### config.mk
export PLATFORM = sky130hd
export DESIGN_NAME = memory_pattern_fill_check_unit
export DESIGN_NICKNAME = d
export VERILOG_FILES = /design/src/hw/rtl/mpfc_pkg.sv /design/src/hw/rtl/mpfc_cfg.sv /design/src/hw/rtl/mpfc_engine.sv /design/src/hw/rtl/memory_pattern_fill_check_unit.sv
export SDC_FILE = /design/constraint.sdc
export NUM_CORES = 1
export LEC_CHECK = 0
export BUFFER_PORTS_ARGS = -buffer_cell sky130_fd_sc_hd__buf_2
export CORE_AREA = 2 2 203 205
export DETAILED_ROUTE_END_ITERATION = 8
export DIE_AREA = 0 0 205 207
export GPL_TIMING_DRIVEN = 0
export PLACE_DENSITY = 0.76
export SLEW_MARGIN = 20
export SYNTH_ARGS = -nofsm -noshare
export SYNTH_HDL_FRONTEND = slang
export SYNTH_SLANG_ARGS = --single-unit
### constraint.sdc
create_clock -name i_clk -period 23.3 [get_ports i_clk]
set_input_delay 2.33 -clock i_clk [delete_from_list [all_inputs] [get_ports i_clk]]
set_output_delay 2.33 -clock i_clk [all_outputs]
set_load 0.05 [all_outputs]
### src/hw/rtl/mpfc_pkg.sv
`default_nettype none

package mpfc_pkg;

    localparam int DataW   = 32;
    localparam int RandW   = 31;
    localparam int ApbAddrW = 3;

    // LCG constants, kept to the 31 bits of the sequence
    localparam logic [RandW-1:0] LcgMul = 31'd1103515245;
    localparam logic [RandW-1:0] LcgAdd = 31'd12345;

    // pattern_mode codes; code 3 behaves as random
    localparam logic [1:0] ModeConst  = 2'd0;
    localparam logic [1:0] ModeAddr   = 2'd1;
    localparam logic [1:0] ModeRandom = 2'd2;

    // operation codes
    localparam logic OpFill  = 1'b0;
    localparam logic OpCheck = 1'b1;

    // register index, taken from the word part of paddr
    localparam logic RegPatternMode = 1'b0;
    localparam logic RegFillValue   = 1'b1;

    typedef struct packed {
        logic             operation;
        logic [DataW-1:0] word_address;
        logic [DataW-1:0] read_word;
        logic             last_word;
    } t_item;

    typedef struct packed {
        logic [DataW-1:0] pattern_word;
        logic             mismatch;
        logic             run_done;
        logic             error_found;
        logic [DataW-1:0] first_error_address;
    } t_result;

    typedef struct packed {
        logic [1:0]       pattern_mode;
        logic [DataW-1:0] fill_value;
    } t_cfg;

endpackage

`default_nettype wire

### src/hw/rtl/mpfc_cfg.sv
`default_nettype none

module mpfc_cfg (
    input  logic                          i_clk,
    input  logic                          i_rst_n,
    input  logic                          psel,
    input  logic                          penable,
    input  logic                          pwrite,
    input  logic [mpfc_pkg::ApbAddrW-1:0] paddr,
    input  logic [mpfc_pkg::DataW-1:0]    pwdata,
    output logic [mpfc_pkg::DataW-1:0]    prdata,
    output logic                          pready,
    output mpfc_pkg::t_cfg                o_cfg
);
    import mpfc_pkg::*;

    t_cfg r_cfg;
    logic w_write;
    logic w_index;

    // byte offset inside a word is ignored
    assign w_index = paddr[ApbAddrW-1];
    assign w_write = psel && penable && pwrite;
    assign pready  = 1'b1;
    assign o_cfg   = r_cfg;

    always_ff @(posedge i_clk) begin
        if (!i_rst_n) begin
            r_cfg.pattern_mode <= ModeConst;
            r_cfg.fill_value   <= '0;
        end else if (w_write) begin
            unique case (w_index)
                RegPatternMode: r_cfg.pattern_mode <= pwdata[1:0];
                RegFillValue:   r_cfg.fill_value   <= pwdata;
                default:        r_cfg.fill_value   <= r_cfg.fill_value;
            endcase
        end
    end

    always_comb begin
        unique case (w_index)
            RegPatternMode: prdata = {{(DataW-2){1'b0}}, r_cfg.pattern_mode};
            RegFillValue:   prdata = r_cfg.fill_value;
            default:        prdata = '0;
        endcase
    end

endmodule

`default_nettype wire

### src/hw/rtl/mpfc_engine.sv
`default_nettype none

module mpfc_engine (
    input  logic              i_clk,
    input  logic              i_rst_n,
    input  mpfc_pkg::t_cfg    i_cfg,
    input  logic              i_in_valid,
    output logic              o_in_stall,
    input  mpfc_pkg::t_item   i_item,
    output logic              o_out_valid,
    input  logic              i_out_stall,
    output mpfc_pkg::t_result o_result
);
    import mpfc_pkg::*;

    // input register
    logic    r_s1_valid;
    t_item   r_s1_item;
    // result register
    logic    r_out_valid;
    t_result r_out;
    t_result n_out;

    // run state
    logic [RandW-1:0] r_rand;
    logic [RandW-1:0] n_rand;
    logic             r_err_seen;
    logic             n_err_seen;
    logic [DataW-1:0] r_err_addr;
    logic [DataW-1:0] n_err_addr;

    logic             w_out_load;
    logic             w_advance;
    logic             w_in_take;
    logic [RandW-1:0] w_rand_next;
    logic             w_random_mode;
    logic [DataW-1:0] w_pattern;
    logic             w_mismatch;
    logic             w_first_err;

    // result register frees up when empty or being taken
    assign w_out_load = !r_out_valid || !i_out_stall;
    assign w_advance  = r_s1_valid && w_out_load;
    assign o_in_stall = r_s1_valid && !w_out_load;
    assign w_in_take  = i_in_valid && !o_in_stall;

    // one constant multiply, low 31 bits only
    assign w_rand_next = r_rand * LcgMul + LcgAdd;

    always_comb begin
        case (i_cfg.pattern_mode)
            ModeConst: begin
                w_pattern     = i_cfg.fill_value;
                w_random_mode = 1'b0;
            end
            ModeAddr: begin
                w_pattern     = r_s1_item.word_address;
                w_random_mode = 1'b0;
            end
            default: begin
                w_pattern     = {1'b0, w_rand_next};
                w_random_mode = 1'b1;
            end
        endcase
    end

    assign w_mismatch  = (r_s1_item.operation == OpCheck) && (r_s1_item.read_word != w_pattern);
    assign w_first_err = w_mismatch && !r_err_seen;

    always_comb begin
        n_out.pattern_word        = w_pattern;
        n_out.mismatch            = w_mismatch;
        n_out.run_done            = r_s1_item.last_word;
        n_out.error_found         = r_err_seen || w_mismatch;
        n_out.first_error_address = w_first_err ? r_s1_item.word_address : r_err_addr;

        // last word clears the run
        if (r_s1_item.last_word) begin
            n_rand     = '0;
            n_err_seen = 1'b0;
            n_err_addr = '1;
        end else begin
            n_rand     = w_random_mode ? w_rand_next : r_rand;
            n_err_seen = n_out.error_found;
            n_err_addr = n_out.first_error_address;
        end
    end

    always_ff @(posedge i_clk) begin
        if (!i_rst_n) begin
            r_s1_valid  <= 1'b0;
            r_out_valid <= 1'b0;
            r_rand      <= '0;
            r_err_seen  <= 1'b0;
            r_err_addr  <= '1;
        end else begin
            if (w_in_take) begin
                r_s1_valid <= 1'b1;
            end else if (w_advance) begin
                r_s1_valid <= 1'b0;
            end
            if (w_out_load) begin
                r_out_valid <= r_s1_valid;
            end
            if (w_advance) begin
                r_rand     <= n_rand;
                r_err_seen <= n_err_seen;
                r_err_addr <= n_err_addr;
            end
        end
    end

    always_ff @(posedge i_clk) begin
        if (w_in_take) begin
            r_s1_item <= i_item;
        end
        if (w_advance) begin
            r_out <= n_out;
        end
    end

    assign o_out_valid = r_out_valid;
    assign o_result    = r_out;

endmodule

`default_nettype wire

### src/hw/rtl/memory_pattern_fill_check_unit.sv
// Memory test pattern engine. Feed one item per memory word: a fill step returns
// the word to write, a check step also compares read_word with the expected word
// and flags a mismatch. pattern_mode picks a constant word (fill_value), the
// word's own address, or a 31-bit LCG sequence (x*1103515245+12345 mod 2^31)
// that restarts from 0 with each run and steps once per item taken in that mode.
// The item marked last_word closes the run: its result carries run_done, whether
// any check failed and the first failing address (all ones if none), and the run
// state is cleared. Checking continues after a mismatch. Throughput is one item
// per clock unless the output stalls; an input register then the result register,
// with the LCG multiply, pattern select and compare between them. The sequence
// and error state update in that same step, so consecutive items never wait on
// each other. No clearing pass after reset. Write pattern_mode and fill_value
// over APB (offsets 0x0 and 0x4) only while no items are in flight.
`default_nettype none

module memory_pattern_fill_check_unit (
    input  logic                          i_clk,
    input  logic                          i_rst_n,
    // item input
    input  logic                          i_in_valid,
    output logic                          o_in_stall,
    input  mpfc_pkg::t_item               i_item,
    // result output
    output logic                          o_out_valid,
    input  logic                          i_out_stall,
    output mpfc_pkg::t_result             o_result,
    // register access
    input  logic                          psel,
    input  logic                          penable,
    input  logic                          pwrite,
    input  logic [mpfc_pkg::ApbAddrW-1:0] paddr,
    input  logic [mpfc_pkg::DataW-1:0]    pwdata,
    output logic [mpfc_pkg::DataW-1:0]    prdata,
    output logic                          pready
);
    import mpfc_pkg::*;

    t_cfg w_cfg;

    // pattern_mode / fill_value registers
    mpfc_cfg u_cfg (
        .i_clk   (i_clk),
        .i_rst_n (i_rst_n),
        .psel    (psel),
        .penable (penable),
        .pwrite  (pwrite),
        .paddr   (paddr),
        .pwdata  (pwdata),
        .prdata  (prdata),
        .pready  (pready),
        .o_cfg   (w_cfg)
    );

    // pattern generation, compare and run state
    mpfc_engine u_engine (
        .i_clk       (i_clk),
        .i_rst_n     (i_rst_n),
        .i_cfg       (w_cfg),
        .i_in_valid  (i_in_valid),
        .o_in_stall  (o_in_stall),
        .i_item      (i_item),
        .o_out_valid (o_out_valid),
        .i_out_stall (i_out_stall),
        .o_result    (o_result)
    );

endmodule

`default_nettype wire

==> reports/qor.yml, run 1 <==
clock_tree:
  clock-sinks: 233
  root_buffer: "clkbuf_16"
  cts_max_level: 1
  clk_latency_ns: 0.53
  cts_buffer_depth: 3
  clkTransAtPathRegs_ns: 0.07
  hold_buffers: 0
  cts_tree: "yes"
  cts.repair.resized: 0
  numCtsBuffers: 21
  post_cts_buffers: 0
worst_setup_path:
  worstPathRequired_ns: 23.56
  worstReg2RegStart: "u_engine.r_rand[0]$_SDFFE_PN0P_"
  reg2reg_to: "u_engine.o_result[16]$_DFFE_PP_"
  r2r_slack_ns: 13.04
  cp_max_fo: 13
  critPathKind: "reg2reg"
  reg2regPathDepth: 27
  start_kind: "register"
  arrival_ns: 10.52
  cp-end-kind: "register"
sta:
  whs_ns: 0.461
  min_period_ns: 10.26
  finalSetupViolations: 0
  drv_slew: 0
  fmax_mhz: 97.4
  fin_skew_ns: 0.0224
  min_period_over_period: 0.440
  tns_ns: 0
  rsz0062_at_grt: "no"
  worst_pin_slew_ns: 1.03
  hold_violations: 0
  max_slew_margin: 0.310
synthesis:
  async_flop_share: 0
  syn_nets: 2223
  synthCells: 1742
  synth_edf_count: 133
  synth_top_area_cell: "edfxtp_1"
  netlist_area_um2: 18300
  synthFlopType: "edfxtp_1"
  yosysTopAreaCellShare: 0.219
  yosys-top-cells-area: "edfxtp_1 22%, fa_1 19%, ha_1 13%, dfxtp_1 11%, inv_1 8.1%"
  ys_seq_area_frac: 0.328
  ys_ff_latch: 233
  synth_area_per_cell_um2: 10.5
  yosysWarnings: 0
  synth_cell_types: 69
route:
  route.met2.wl_mm: 25.4
  wl_met3_mm: 3.26
  ant_nets: 0
  drc: 0
  drtIter0Drc: 886
  avgViaCountPerCell: 5.29
  route.top_layer_used: "met4"
  routed-via-count: 13300
  drtPass1Iterations: 5
  routedLengthMet1_mm: 19.9
  wire_per_inst_um: 19.9
  drt-total-wl_mm: 50.2
placed_design:
  post-place-cells: 2486
  io_buffers: 205
  gp_congestion: 0.937
  hpwl_mm: 41.5
global_routing:
  overflow: 0
  grt_pass1_wl_mm: 79.2
  antenna_found_initial: 0
  grt_pass1_vias: 14100
  grt_max_degree: 25
  grtUsageTotal: 0.241
floorplanning:
  start_util: 0.453
  top_level_ports: 210
  die_y_um: 207
  fp.coreArea_um2: 40400
  die_area_um2: 42400
  num_rows: 74
  die_x_um: 205
finish:
  instances_no_fill: 2525
  nets: 2458
  layout_commonest_cell: "inv_1"
  drive_gt1_frac: 0.146
  layout_common_cells: "393 x inv_1, 216 x buf_2, 197 x ha_1"
  syn_to_final_growth_pct: 14.2
  post-route-util: 0.517
worst_hold_path:
  min_path_type: "reg2reg"
  min-delay-start: "u_engine.n_out[33]$_DFFE_PP_"
  whs_endpoint: "u_engine.o_result[33]$_DFFE_PP_"
  whs_path_depth: 0
power:
  ir_drop_v: 0.0000627
  power_mw: 1.11
  p_leak_nw: 9.94
  power_density_nw_per_um2: 53.1
outcome:
  status: "finished clean"
job:
  maxCapViolCount: 0
==> cell usage after synthesis (7+ instances only) <==
library cell  number
mux2i_1           35
nor2_1            74
o22a_1            32
nor3_1            14
o21ai_1            7
and2_1            32
nor2b_1           14
mux2_1            30
a211oi_1          10
xnor2_1           62
xor2_1            33
a22oi_1           19
nand2_1          111
dfxtp_1          100
buf_2             11
fa_1             176
ha_1             197
edfxtp_1         133
o21ai_0           14
clkbuf_1          35
a21oi_1           74
nand3_1           10
nand4_1           10
a21o_1            18
inv_1            393
==> final cells by class <==
class	count	area, um^2
Tap cell	532	666
Multi-Input combinational cell	1058	10600
Inverter	394	1480
Buffer	57	250
Clock buffer	30	599
Timing Repair Buffer	212	1200
Clock inverter	8	96.3
Sequential cell	233	6000
Fill cell	3651	19500
Antenna cell	1	2.50
==> flip-flops by register name, summed over array words and instances (netlist names) <==
name,count
u_cfg.o_cfg,34
u_engine.r_s1_valid,1
u_engine.r_err_addr,32
u_engine.o_out_valid,1
u_engine.o_result,67
u_engine.r_err_seen,1
u_engine.n_out,1
u_engine.r_rand,31
u_engine.r_s1_item,65
==> layer usage <==
layer,track usage,up-vias
li1,-,6114
met1,0.304,6600
met2,0.425,547
met3,0.0318,87
met4,0.0821,0
met5,0,-
==> worst max-delay path, stage by stage, from the launching register on <==
cell      delay [ns]
dfxtp_1         0.90
inv_1           0.20
ha_1            0.44
inv_1           0.30
ha_1            0.21
inv_1           0.05
fa_1            0.40
fa_1            0.51
inv_1           0.04
ha_1            0.27
inv_1           0.05
fa_1            0.53
inv_1           0.05
fa_1            0.50
fa_1            0.48
ha_1            0.30
buf_2           0.22
nand3_1         0.14
or4_1           0.59
and4_1          0.25
a211oi_1        0.59
xnor2_1         0.20
nand4b_1        0.15
nor4_1          0.75
nand4_1         0.32
o41ai_4         0.81
buf_4           0.34
mux2_1          0.40
==> cells by family (layout without fill, tap and decap cells) <==
| kind of cell | after synthesis | in the layout | share of synthesized area |
|---|---|---|---|
| buffers and inverters | 451 | 701 | 0.0946 |
| adder cells (fa/ha/maj) | 373 | 373 | 0.328 |
| AND/OR/NAND/NOR | 296 | 296 | 0.0765 |
| flip-flops | 233 | 233 | 0.328 |
| AO/OA/AOI/OAI | 222 | 222 | 0.0857 |
| XOR/XNOR | 96 | 96 | 0.0464 |
| multiplexers | 70 | 70 | 0.0407 |
| other | 1 | 2 | 0.000205 |
==> power by group <==
group	switching, mW	total, mW	internal, mW
Clock	0.157	0.360	0.202
Sequential	0.0129	0.467	0.454
Combinational	0.182	0.282	0.0995
==> metrics by stage <==
step / setup WS, ns / instance area [um^2]
after floorplan: 15.47 / 18300
after global placement: 11.55 / 20000
after detailed placement: 13.19 / 20200
after CTS: 13.12 / 20900
after global routing: 12.76 / 20900
final: 13.04 / 20900
==> worst max-delay path by stage <==
stage	from	endpoint	depth (start not counted)
after floorplan	u_engine.r_rand[5]$_SDFFE_PN0P_	u_engine.o_result[10]$_DFFE_PP_	28
after global placement	i_out_stall	u_engine.r_rand[21]$_SDFFE_PN0P_	7
after detailed placement	u_engine.r_rand[0]$_SDFFE_PN0P_	u_engine.o_result[16]$_DFFE_PP_	27
after CTS	u_engine.r_rand[0]$_SDFFE_PN0P_	u_engine.o_result[16]$_DFFE_PP_	27
after global routing	u_engine.r_rand[5]$_SDFFE_PN0P_	u_engine.o_result[16]$_DFFE_PP_	28
final	u_engine.r_rand[0]$_SDFFE_PN0P_	u_engine.o_result[16]$_DFFE_PP_	27
Power figures use the tool's default switching activity.
==> inputs of run 2 (changes only) <==
--- a/config.mk
+++ b/config.mk
@@ -5,12 +5,13 @@
 export SDC_FILE = /design/constraint.sdc
 export NUM_CORES = 1
 export LEC_CHECK = 0
+export ABC_AREA = 1
 export BUFFER_PORTS_ARGS = -buffer_cell sky130_fd_sc_hd__buf_2
-export CORE_AREA = 2 2 203 205
+export CORE_AREA = 2 2 207 209
 export DETAILED_ROUTE_END_ITERATION = 8
-export DIE_AREA = 0 0 205 207
+export DIE_AREA = 0 0 209 211
 export GPL_TIMING_DRIVEN = 0
-export PLACE_DENSITY = 0.76
+export PLACE_DENSITY = 0.78
 export SLEW_MARGIN = 20
 export SYNTH_ARGS = -nofsm -noshare
 export SYNTH_HDL_FRONTEND = slang
==> constraint.sdc (replaced) <==
create_clock -name i_clk -period 9.3 [get_ports i_clk]
set_input_delay 0.93 -clock i_clk [delete_from_list [all_inputs] [get_ports i_clk]]
set_output_delay 0.93 -clock i_clk [all_outputs]
set_load 0.05 [all_outputs]
==> reports/qor.yml, run 2 <==
worst_setup_path:
  cp-end-kind: "register"
  reg2regPathDepth: 32  # +19%
  crit_buf_inv: 10  # +2
  cp_max_fo: 11  # -2
  worstPathRequired_ns: 9.57  # -13.99 ns
  critPathKind: "reg2reg"
  start_kind: "register"
  worst-path-stages: 32  # +19%
  crit_path_start: "u_engine.r_rand[0]$_SDFFE_PN0P_"
  worstReg2RegStart: "u_engine.r_rand[0]$_SDFFE_PN0P_"
  cpPeakStageDelay_ns: 0.89  # about the same
  cp_slowest_cell: "dfxtp_1"
  crit_family: "adder cells"
  crit_path_frequent_cell: "inv_1"
  arrival_ns: 8.83  # -1.69 ns
sta:
  fin_skew_ns: 0.0271  # +0.00478 ns
  fmax_mhz: 117  # +20%
  worst_pin_slew_ns: 0.933  # -0.0998 ns
  max_slew_margin: 0.376  # +0.0660
  rsz0062_at_grt: "no"
  drv_slew: 0  # unchanged
  tns_ns: 0  # unchanged
  min_period_ns: 8.57  # -1.70 ns
  min_period_over_period: 0.921  # +0.481
  finalSetupViolations: 0  # unchanged
  hold_violations: 0  # unchanged
clock_tree:
  clock-sinks: 233  # unchanged
  cts_buffer_depth: 3  # unchanged
  clk_latency_ns: 0.54  # about the same
  cts_tree: "yes"
  numCtsBuffers: 24  # +14%
  post_cts_buffers: 0  # unchanged
  cts_max_level: 1  # unchanged
  root_buffer: "clkbuf_16"
  clkTransAtPathRegs_ns: 0.06  # about the same
  hold_buffers: 0  # unchanged
  cts.repair.resized: 0  # unchanged
job:
  maxCapViolCount: 0  # unchanged
finish:
  layout_common_cells: "539 x inv_1, 453 x nand2_1, 210 x buf_2"
  largest_register_ffs: 67  # unchanged
  n_antenna_cell: 0  # -1
  syn_to_final_growth_pct: 13.6
  layout_commonest_cell: "inv_1"
  drive_gt1_frac: 0.115  # -0.0308
  nets: 2937  # +19%
floorplanning:
  die_x_um: 209  # +2.0%
  die_y_um: 211  # +1.9%
  num_rows: 75  # +1.4%
  start_util: 0.456  # +0.00354
  top_level_ports: 210  # unchanged
  die_area_um2: 44100  # +3.9%
  fp.coreArea_um2: 41800  # +3.4%
synthesis:
  synth_edf_count: 133  # unchanged
  ys_ff_latch: 233  # unchanged
  synth_top_area_cell: "edfxtp_1"
  yosysWarnings: 0  # unchanged
  yosys-top-cells-area: "edfxtp_1 21%, fa_1 18%, ha_1 13%, inv_1 11%, dfxtp_1 11%"
  synthFlopType: "edfxtp_1"
  async_flop_share: 0  # unchanged
  syn_nets: 2705  # +22%
  synthMostInstantiatedCell: "inv_1"
  ys_top_cells_by_count: "540 x inv_1, 453 x nand2_1, 197 x ha_1, 176 x fa_1"
  synth_cell_types: 44  # -36%
  yosysTopAreaCellShare: 0.210  # -0.00892
  synth_area_per_cell_um2: 8.57  # -18%
  netlist_area_um2: 19000  # +4.3%
  synthCells: 2224  # +28%
  ys_seq_area_frac: 0.315  # -0.0134
global_routing:
  grt_pass1_vias: 16500  # +17%
  grtUsageTotal: 0.260  # +0.0189
  grt_pass1_wl_mm: 88.8  # +12%
  overflow: 0  # unchanged
  grt_max_degree: 40  # +60%
  antenna_found_initial: 1  # +1
worst_hold_path:
  min-delay-start: "u_cfg.o_cfg[1]$_SDFFE_PN0P_"
  whs_path_depth: 2  # +2
  min_path_type: "reg2reg"
outcome:
  status: "finished clean"
route:
  routed-via-count: 15800  # +18%
  ant_nets: 0  # unchanged
  drt-total-wl_mm: 56.7  # +13%
  drc: 0  # unchanged
  drtPass1Iterations: 6  # +1
  avgViaCountPerCell: 5.25  # -0.73%
  drtIter0Drc: 1551  # +75%
  wire_per_inst_um: 18.8  # -5.4%
power:
  ir_drop_v: 0.000144  # +130%
  power_density_nw_per_um2: 143  # +170%
  p_leak_nw: 11.4  # +14%
  power_mw: 3.10  # +180%
placed_design:
  io_buffers: 204  # -0.49%
  gp_congestion: 1.03  # +9.5%
  hpwl_mm: 47.0  # +13%
[run 2: worst paths after layout]
| kind | end | slack (ns) |
|---|---|---|
| worst max-delay path | u_engine.o_result[19]$_DFFE_PP_ | 0.73 |
| worst min-delay path | u_cfg.o_cfg[1]$_SDFFE_PN0P_ | 0.47 |
| worst max register to register | u_engine.o_result[19]$_DFFE_PP_ | 0.73 |
| worst min register to register | u_cfg.o_cfg[1]$_SDFFE_PN0P_ | 0.47 |
[run 2: metrics by stage]
stage	hold WS [ns]	setup slack (ns)	instance area, um^2	utilization	cells
after floorplan	0.435	2.46	19000	-	2224
after global placement	0.449	0.848	20700	0.497	2967
after detailed placement	0.457	0.819	20800	0.498	2969
after CTS	0.471	0.792	21600	0.518	3013
after global routing	0.484	0.406	21600	0.518	3013
final	0.473	0.734	21600	0.518	3013
[run 2: kinds of logic (layout without fill, tap and decap cells)]
kind of cell / count (synthesis) / count (layout) / share of synthesized area
buf+inv: 610 / 860 / 0.122
flops: 233 / 233 / 0.315
other cells: 1 / 1 / 0.000197
compound gates: 211 / 211 / 0.0620
fa+ha+maj: 373 / 373 / 0.314
simple gates: 752 / 752 / 0.167
xor+xnor: 44 / 44 / 0.0202
[run 2: final cells by class]
| class | count | area (um^2) |
|---|---|---|
| plain buffers | 55 | 241 |
| clock buffers | 31 | 667 |
| clock inverters | 13 | 188 |
| fillers | 3713 | 20100 |
| inverters | 555 | 2090 |
| multi-input cells | 1381 | 10700 |
| flip-flops and latches | 233 | 6000 |
| well taps | 539 | 674 |
| repair buffers | 206 | 1060 |
[run 2: worst reg2reg max path: cells and delay by family (launching register included)]
kind / cells / cell delay, ns
buffers and inverters: 10 / 1.45
AND/OR/NAND/NOR: 9 / 1.30
adder cells (fa/ha/maj): 9 / 3.77
AO/OA/AOI/OAI: 4 / 0.90
flip-flops: 1 / 0.89
[run 2: metal layers]
layer,up-vias,global-route usage,wire (um)
met5,-,0,16
met4,2,0.107,2690
met3,159,0.0412,4280
met2,757,0.444,26800
met1,7529,0.332,22900
li1,7364,-,-
[run 2: power breakdown]
| part | total (mW) | switching, mW | internal, mW |
|---|---|---|---|
| logic | 0.865 | 0.582 | 0.283 |
| registers | 1.19 | 0.0404 | 1.15 |
| clock network | 1.04 | 0.416 | 0.622 |
| total | 3.10 | 1.04 | 2.06 |
==> inputs of run 3 (changes only) <==
--- a/config.mk
+++ b/config.mk
@@ -6,12 +6,14 @@
 export NUM_CORES = 1
 export LEC_CHECK = 0
 export ABC_AREA = 1
-export BUFFER_PORTS_ARGS = -buffer_cell sky130_fd_sc_hd__buf_2
-export CORE_AREA = 2 2 207 209
+export CELL_PAD_IN_SITES_DETAIL_PLACEMENT = 1
+export CELL_PAD_IN_SITES_GLOBAL_PLACEMENT = 2
+export CORE_AREA = 2 2 234 236
 export DETAILED_ROUTE_END_ITERATION = 8
-export DIE_AREA = 0 0 209 211
+export DIE_AREA = 0 0 236 238
+export DONT_BUFFER_PORTS = 1
 export GPL_TIMING_DRIVEN = 0
-export PLACE_DENSITY = 0.78
+export PLACE_DENSITY = 0.88
 export SLEW_MARGIN = 20
 export SYNTH_ARGS = -nofsm -noshare
 export SYNTH_HDL_FRONTEND = slang
==> reports/qor.yml, run 3 (synthesized netlist as in run 2, its figures left out) <==
finish:
  largest_register_ffs: 67  # unchanged
  fin_area_um2: 20800  # -3.9%
  layout_commonest_cell: "inv_1"
  layout_common_cells: "539 x inv_1, 453 x nand2_1, 197 x ha_1"
  drive_gt1_frac: 0.0339  # -0.0809
  syn_to_final_growth_pct: 9.19
  nets: 2734  # -6.9%
worst_setup_path:
  start_kind: "register"
  cp_slowest_cell: "dfxtp_2"
  worstPathRequired_ns: 9.58  # about the same
  arrival_ns: 8.87  # +0.04 ns
  crit_path_frequent_cell: "inv_1"
  cpPeakStageDelay_ns: 0.69  # -0.20 ns
  critPathKind: "reg2reg"
  cp-end-kind: "register"
  cp_max_fo: 11  # unchanged
clock_tree:
  numCtsBuffers: 25  # +4.2%
  clk_latency_ns: 0.57  # +0.03 ns
  cts_buffer_depth: 3  # unchanged
  root_buffer: "clkbuf_16"
  cts_tree: "yes"
  cts.repair.resized: 0  # unchanged
  cts_max_level: 1  # unchanged
  hold_buffers: 0  # unchanged
  clock-sinks: 233  # unchanged
  clkTransAtPathRegs_ns: 0.06  # about the same
  post_cts_buffers: 0  # unchanged
route:
  drtPass1Iterations: 5  # -1
  routed-via-count: 15100  # -4.7%
  wire_per_inst_um: 21.6  # +15%
  avgViaCountPerCell: 5.07  # -3.4%
  drc: 0  # unchanged
  drtIter0Drc: 902  # -42%
  ant_nets: 0  # unchanged
  drt-total-wl_mm: 64.1  # +13%
sta:
  min_period_over_period: 0.923  # +0.00214
  tns_ns: 0  # unchanged
  hold_violations: 0  # unchanged
  max_slew_margin: 0.365  # -0.0108
  worst_pin_slew_ns: 0.949  # +0.0162 ns
  layout_setup_ws_ns: 0.715  # -0.0199 ns
  rsz0062_at_grt: "no"
  drv_slew: 0  # unchanged
  min_period_ns: 8.59  # +0.0199 ns
  fin_skew_ns: 0.0354  # +0.00829 ns
  fmax_mhz: 116  # -0.23%
  finalSetupViolations: 0  # unchanged
floorplanning:
  num_rows: 85  # +13%
  start_util: 0.356  # -0.100
  die_x_um: 236  # +13%
  top_level_ports: 210  # unchanged
  die_y_um: 238  # +13%
  die_area_um2: 56200  # +27%
  fp.coreArea_um2: 53500  # +28%
placed_design:
  dp_worst_setup_slack_ns: 0.288  # -0.531 ns
  placed_area_um2: 20000  # -3.9%
  hpwl_mm: 53.5  # +14%
  gp_congestion: 0.923  # -10%
  io_buffers: 0  # -100%
global_routing:
  grt_max_degree: 52  # +30%
  grt_pass1_vias: 16700  # +1.6%
  antenna_found_initial: 9  # +8
  overflow: 0  # unchanged
  grt_pass1_wl_mm: 99.0  # +11%
  grtUsageTotal: 0.231  # -0.0296
outcome:
  status: "finished clean"
worst_hold_path:
  min_path_type: "in2reg"
job:
  maxCapViolCount: 0  # unchanged
power:
  ir_drop_v: 0.000166  # +16%
  power_density_nw_per_um2: 146  # +2.3%
  p_leak_nw: 10.5  # -7.8%
-- run 3: changes by cell type in the layout (fill, tap and decap cells not counted), sizes merged --
cell / change
buf: -204
clkbuf: +5
diode: +5
bufinv: -2
clkinv: -2
clkinvlp: +2
inv: -1
-- run 3: per-layer routing --
layer / global-route usage / share of wire
met5: 0 / 0.00080
met4: 0.0631 / 0.028
met3: 0.0441 / 0.057
met2: 0.406 / 0.49
met1: 0.289 / 0.42
-- run 3: final cells by class --
| class | count | area (um^2) |
|---|---|---|
| multi-input combinational | 1381 | 10700 |
| clock inverter | 10 | 118 |
| buffer | 55 | 241 |
| sequential | 233 | 6000 |
| fill | 6389 | 32700 |
| clock buffer | 36 | 687 |
| timing repair buffer | 2 | 47.5 |
| inverter | 555 | 2090 |
| antenna | 5 | 12.5 |
| tap | 696 | 871 |
-- run 3: worst paths after layout --
path	endpoint	from	slack [ns]	depth (start not counted)
setup / recovery	u_engine.o_result[21]$_DFFE_PP_	u_engine.r_rand[0]$_SDFFE_PN0P_	0.71	32
hold / removal	u_engine.r_s1_item[40]$_DFFE_PP_	i_item[40]	0.46	0
setup reg to reg	u_engine.o_result[21]$_DFFE_PP_	u_engine.r_rand[0]$_SDFFE_PN0P_	0.71	32
hold reg to reg	u_engine.r_err_addr[15]$_SDFFE_PN1P_	u_engine.r_err_addr[15]$_SDFFE_PN1P_	0.47	2
-- run 3: critical path: cells and delay by family, from the launching register on --
| family | cells | cell delay [ns] |
|---|---|---|
| adders and majority gates | 9 | 3.73 |
| and+or+nand+nor | 9 | 1.56 |
| buffers and inverters | 10 | 1.43 |
| AOI/OAI and AO/OA | 4 | 0.91 |
| DFF | 1 | 0.69 |
-- run 3: stage by stage --
step / utilization / power [mW] / hold slack, ns / instances
3_5_place_dp: 0.373 / 2.05 / 0.451 / 2922
5_1_grt: 0.389 / 3.20 / 0.449 / 2970
2_1_floorplan: - / 1.78 / 0.435 / 2224
4_1_cts: 0.388 / 3.06 / 0.447 / 2968
6_report: 0.389 / 3.05 / 0.458 / 2973
3_3_place_gp: 0.372 / 2.02 / 0.448 / 2920
-- run 3: power breakdown --
part	switching [mW]	internal, mW
sequential	0.105	1.16
clock	0.433	0.572
combinational	0.519	0.261
total	1.06	1.99
